==> src/sv/draw_task_area_histogram_assert.svh <==
// assertion macros used by the histogram controller
`ifndef DRAW_TASK_AREA_HISTOGRAM_ASSERT_SVH
`define DRAW_TASK_AREA_HISTOGRAM_ASSERT_SVH

// same-cycle implication, checked outside reset
`define DTAH_ASSERT_IMPL(lbl, ante, cons, msg) \
  lbl: assert property (@(posedge clk) disable iff (!rst_n) (ante) |-> (cons)) \
    else $error(msg);

// next-cycle implication, checked outside reset
`define DTAH_ASSERT_NEXT(lbl, ante, cons, msg) \
  lbl: assert property (@(posedge clk) disable iff (!rst_n) (ante) |=> (cons)) \
    else $error(msg);

`endif

==> src/sv/dtah_pkg.sv <==
package dtah_pkg;

  // default sizing of the store
  localparam int DTAH_SCENES    = 16;
  localparam int DTAH_TYPES     = 13;
  localparam int DTAH_RENDERERS = 3;

  // size classes are fixed at eight
  localparam int BUCKETS  = 8;
  localparam int BUCKET_W = 3;

  // request kinds
  localparam logic [2:0] KIND_CLEAR = 3'd0;
  localparam logic [2:0] KIND_BEGIN = 3'd1;
  localparam logic [2:0] KIND_END   = 3'd2;
  localparam logic [2:0] KIND_TAG   = 3'd3;
  localparam logic [2:0] KIND_EXEC  = 3'd4;
  localparam logic [2:0] KIND_READ  = 3'd5;

  // size class limits, inclusive upper bounds
  localparam logic [32:0] CLS_LIM1 = 33'd64;
  localparam logic [32:0] CLS_LIM2 = 33'd256;
  localparam logic [32:0] CLS_LIM3 = 33'd1024;
  localparam logic [32:0] CLS_LIM4 = 33'd4096;
  localparam logic [32:0] CLS_LIM5 = 33'd16384;
  localparam logic [32:0] CLS_LIM6 = 33'd65536;

  // controller to datapath
  typedef struct packed {
    logic capture;
    logic mul_en;
    logic look_en;
    logic post_en;
    logic sweep_en;
  } dtah_cmd_t;

  // datapath to controller
  typedef struct packed {
    logic [2:0] kind;
    logic       sweep_last;
  } dtah_status_t;

  // power-of-four size class of a pixel count
  function automatic logic [2:0] size_class_of(input logic [32:0] px);
    logic [2:0] cls;
    if (px == 33'd0) cls = 3'd0;
    else if (px <= CLS_LIM1) cls = 3'd1;
    else if (px <= CLS_LIM2) cls = 3'd2;
    else if (px <= CLS_LIM3) cls = 3'd3;
    else if (px <= CLS_LIM4) cls = 3'd4;
    else if (px <= CLS_LIM5) cls = 3'd5;
    else if (px <= CLS_LIM6) cls = 3'd6;
    else cls = 3'd7;
    return cls;
  endfunction

endpackage

==> src/sv/dtah_ctrl.sv <==
`include "draw_task_area_histogram_assert.svh"

module dtah_ctrl (
  input  logic                   clk,
  input  logic                   rst_n,
  input  logic                   in_valid,
  input  logic [2:0]             in_kind,
  output logic                   in_ready,
  output logic                   out_valid,
  input  logic                   out_ready,
  input  dtah_pkg::dtah_status_t status,
  output dtah_pkg::dtah_cmd_t    cmd
);
  import dtah_pkg::*;

  typedef enum logic [2:0] {
    ST_SWEEP,
    ST_IDLE,
    ST_MUL,
    ST_LOOK,
    ST_POST
  } state_t;

  state_t state_r, state_nxt;
  logic   out_valid_r, out_valid_nxt;

  // next state and commands
  always_comb begin
    state_nxt     = state_r;
    out_valid_nxt = out_valid_r && !out_ready;
    cmd           = '0;
    unique case (state_r)
      ST_SWEEP: begin
        cmd.sweep_en = 1'b1;
        if (status.sweep_last) state_nxt = ST_IDLE;
      end
      ST_IDLE: begin
        if (in_valid) begin
          cmd.capture = 1'b1;
          if (in_kind == KIND_EXEC) state_nxt = ST_MUL;
          else if (in_kind == KIND_READ) state_nxt = ST_LOOK;
          else state_nxt = ST_POST;
        end
      end
      ST_MUL: begin
        cmd.mul_en = 1'b1;
        state_nxt  = ST_LOOK;
      end
      ST_LOOK: begin
        cmd.look_en = 1'b1;
        state_nxt   = ST_POST;
      end
      ST_POST: begin
        // commit once the result register is free
        if (!out_valid_r || out_ready) begin
          cmd.post_en   = 1'b1;
          out_valid_nxt = 1'b1;
          state_nxt     = (status.kind == KIND_CLEAR) ? ST_SWEEP : ST_IDLE;
        end
      end
    endcase
  end

  // state and result valid
  always_ff @(posedge clk) begin
    if (!rst_n) begin
      state_r     <= ST_SWEEP;
      out_valid_r <= 1'b0;
    end else begin
      state_r     <= state_nxt;
      out_valid_r <= out_valid_nxt;
    end
  end

  assign in_ready  = (state_r == ST_IDLE);
  assign out_valid = out_valid_r;

  `DTAH_ASSERT_NEXT(a_post_shows_result, cmd.post_en, out_valid_r, "result not shown after commit")
  `DTAH_ASSERT_NEXT(a_busy_after_accept, in_valid && in_ready, !in_ready, "beat taken while busy")
  `DTAH_ASSERT_NEXT(a_clear_sweeps, cmd.post_en && status.kind == KIND_CLEAR, state_r == ST_SWEEP, "clear without clearing pass")

endmodule

==> config.mk <==
export PLATFORM = sky130hd
export DESIGN_NAME = dtah_ctrl
export DESIGN_NICKNAME = d
export VERILOG_FILES = /design/src/sv/dtah_pkg.sv /design/src/sv/dtah_ctrl.sv
export VERILOG_INCLUDE_DIRS = /design/src /design/src/sv
export SDC_FILE = /design/constraint.sdc
export NUM_CORES = 1
export LEC_CHECK = 0
export BUFFER_PORTS_ARGS = -buffer_cell sky130_fd_sc_hd__buf_2
export CAP_MARGIN = 20
export CORE_AREA = 2 2 39 41
export DETAILED_ROUTE_END_ITERATION = 7
export DIE_AREA = 0 0 41 43
export HOLD_SLACK_MARGIN = 0.03
export PLACE_DENSITY = 0.46
export REMOVE_ABC_BUFFERS = 1
export SLEW_MARGIN = 20
export SYNTH_ARGS = -nofsm -noshare
export SYNTH_HDL_FRONTEND = slang
export SYNTH_SLANG_ARGS = --single-unit
==> constraint.sdc <==
create_clock -name clk -period 1.2 [get_ports clk]
set_input_delay 0.18 -clock clk [delete_from_list [all_inputs] [get_ports clk]]
set_output_delay 0.18 -clock clk [all_outputs]
set_load 0.05 [all_outputs]
==> reports/qor.yml <==
synth.ff_latch_count: 4
hp-class: "input pin to flop"
power.internal_uw: 318
synthArstFlopShare_pct: 0
crit_required_ns: 1.02
ys_warn_count: 0
reg2reg_slack_ns: 0.01
finalHoldViolCount: 0
slew_viol_final: 0
clock_skew_ns: 0.00103
grt.total_usage_pct: 8.94
vias: 362
start_util_pct: 21.5
cts_buffers: 3
cts.sinks: 4
drive_gt1_share_pct: 72.1
vdd_drop_max_uv: 364
die_w_um: 41
endpoint_kind: "primary output"
place_area_um2: 433
clock_latency_ns: 0.23
setup_viol_count_final: 6
die_area_mm2: 0.00176
core_mm2: 0.00138
ys.flop_type: "dfxtp_1"
gp_congestion: 0.600
drtAntennaViolNets: 0
layout_setup_ws_ns: -0.0885
numPortBuffers: 17
min_period_over_period_pct: 107
period_needed_ns: 1.29
final_cell_mix: "11 x buf_2, 7 x buf_4, 4 x buf_6"
drc: 0
syn_to_final_growth_pct: 91.2
fin_hold_ws_ns: 0.202
final_util_pct: 41.1
pwr-share-seq_pct: 31.7
netlist_instances: 36
grt.overflow.total: 0
rows: 14
start_kind: "flop"
final_area_um2: 569
synth_area_um2: 298
pwr-share-comb_pct: 33.3
routedWlPerCell_um: 10.5
avgSynthCellArea_um2: 8.27
grt_pass1_wl_um: 1090
clockBufferDepth: 2
relSlewSlack_pct: 77.3
via_per_inst: 4.70
outcome: "finished, violations left"
grt_pass1_vias: 306
maxCapViolations: 0
clk_pin_slew_ns: 0.03
routed_wl_um: 809
io_pins: 18
worstPathMaxFanout: 8
power_switching_share_pct: 29.4
crit_type: "flop to primary output"
antenna_cells: 0
worst-endpoint-arrival_ns: 1.11
synth_seq_area_share_pct: 26.9
root_buffer: "clkbuf_4"
p_leak_nw: 0.247
grt_max_degree: 9
dr.pass1.iters: 2
final_common_cell: "buf_2"
power.density_mw_per_mm2: 791
rsz0062_at_grt: "yes"
tns_ns: -0.292
tightest_slew_ns: 0.336
hpwl_um: 593
power.switching_uw: 132
nets: 74
p_clk_share_pct: 35.0
ys_types: 26
drt-initial-drc-count: 1
h-tree-depth: 1
cts_hold_buf: 0
synth_edf_count: 0
die_h_um: 43
violations: "setup timing"
antenna_found_initial: 0
fmax_mhz: 776
tritoncts: "done"
worst paths after layout:
path | from | endpoint | cells past startpoint
max reg2reg | state_r[2] | state_r[1] | 6
min reg2reg | state_r[0] | state_r[1] | 2
min | rst_n | out_valid | 2
max | state_r[2] | cmd[0] | 3
area by class of cell:
type,instances,area (µm²)
Sequential cell,4,92.6
Timing Repair Buffer,25,198
Multi-Input combinational cell,27,229
Inverter,2,7.51
Tap cell,16,20.0
Fill cell,147,815
Clock buffer,3,22.5
layer usage:
metal	up-vias	track usage, %	wire length [µm]
met3	0	3.14	41
met1	167	9.65	318
met4	0	4.00	0
li1	184	-	-
met2	11	14.7	448
met5	-	0	0
registers in the layout (all words and copies together) (netlist names):
name	flops
out_valid	1
state_r	3
power groups by stage:
stage          Combinational [mW]  Clock (mW)  Sequential [mW]
2_1_floorplan              0.0656           0            0.148
5_1_grt                     0.161       0.173            0.144
4_1_cts                     0.144       0.170            0.142
6_report                    0.150       0.157            0.143
3_3_place_gp                0.115           0            0.147
3_5_place_dp                0.113           0            0.146
repair_timing:
| item | in CTS | in global routing |
|---|---|---|
| pin swaps | 4 | 3 |
| setup buffers | 2 | 0 |
| resized for setup | 25 | 12 |
| endpoints found under the setup margin | 6 | 8 |
through the flow:
stage	power, mW	std cells	worst slack [ns]
floorplan	0.214	33	-0.475
global placement	0.262	74	-0.0287
detailed placement	0.260	74	0.00535
CTS	0.457	78	-0.102
global route	0.478	77	-0.135
finish	0.450	77	-0.0885
kinds of logic after synthesis:
| kind of cell | after synthesis | share of synthesized area [%] |
|---|---|---|
| AO/OA/AOI/OAI | 10 | 23.1 |
| buffers and inverters | 5 | 12.6 |
| flip-flops | 4 | 26.9 |
| AND/OR/NAND/NOR | 17 | 37.4 |
synthesized netlist by cell type, types with 2 or more instances:
master   number  area share, %
dfxtp_1       4             27
nor2_1        4            5.0
a21oi_1       2            3.4
buf_6         2            7.6
inv_1         2            2.5
nor3b_1       2            5.0
critical path, stage by stage (launching register included):
cell	delay, ns
dfxtp_4	0.37
buf_4	0.14
nor3_2	0.19
buf_6	0.18
(Power assumes the default switching activity.)
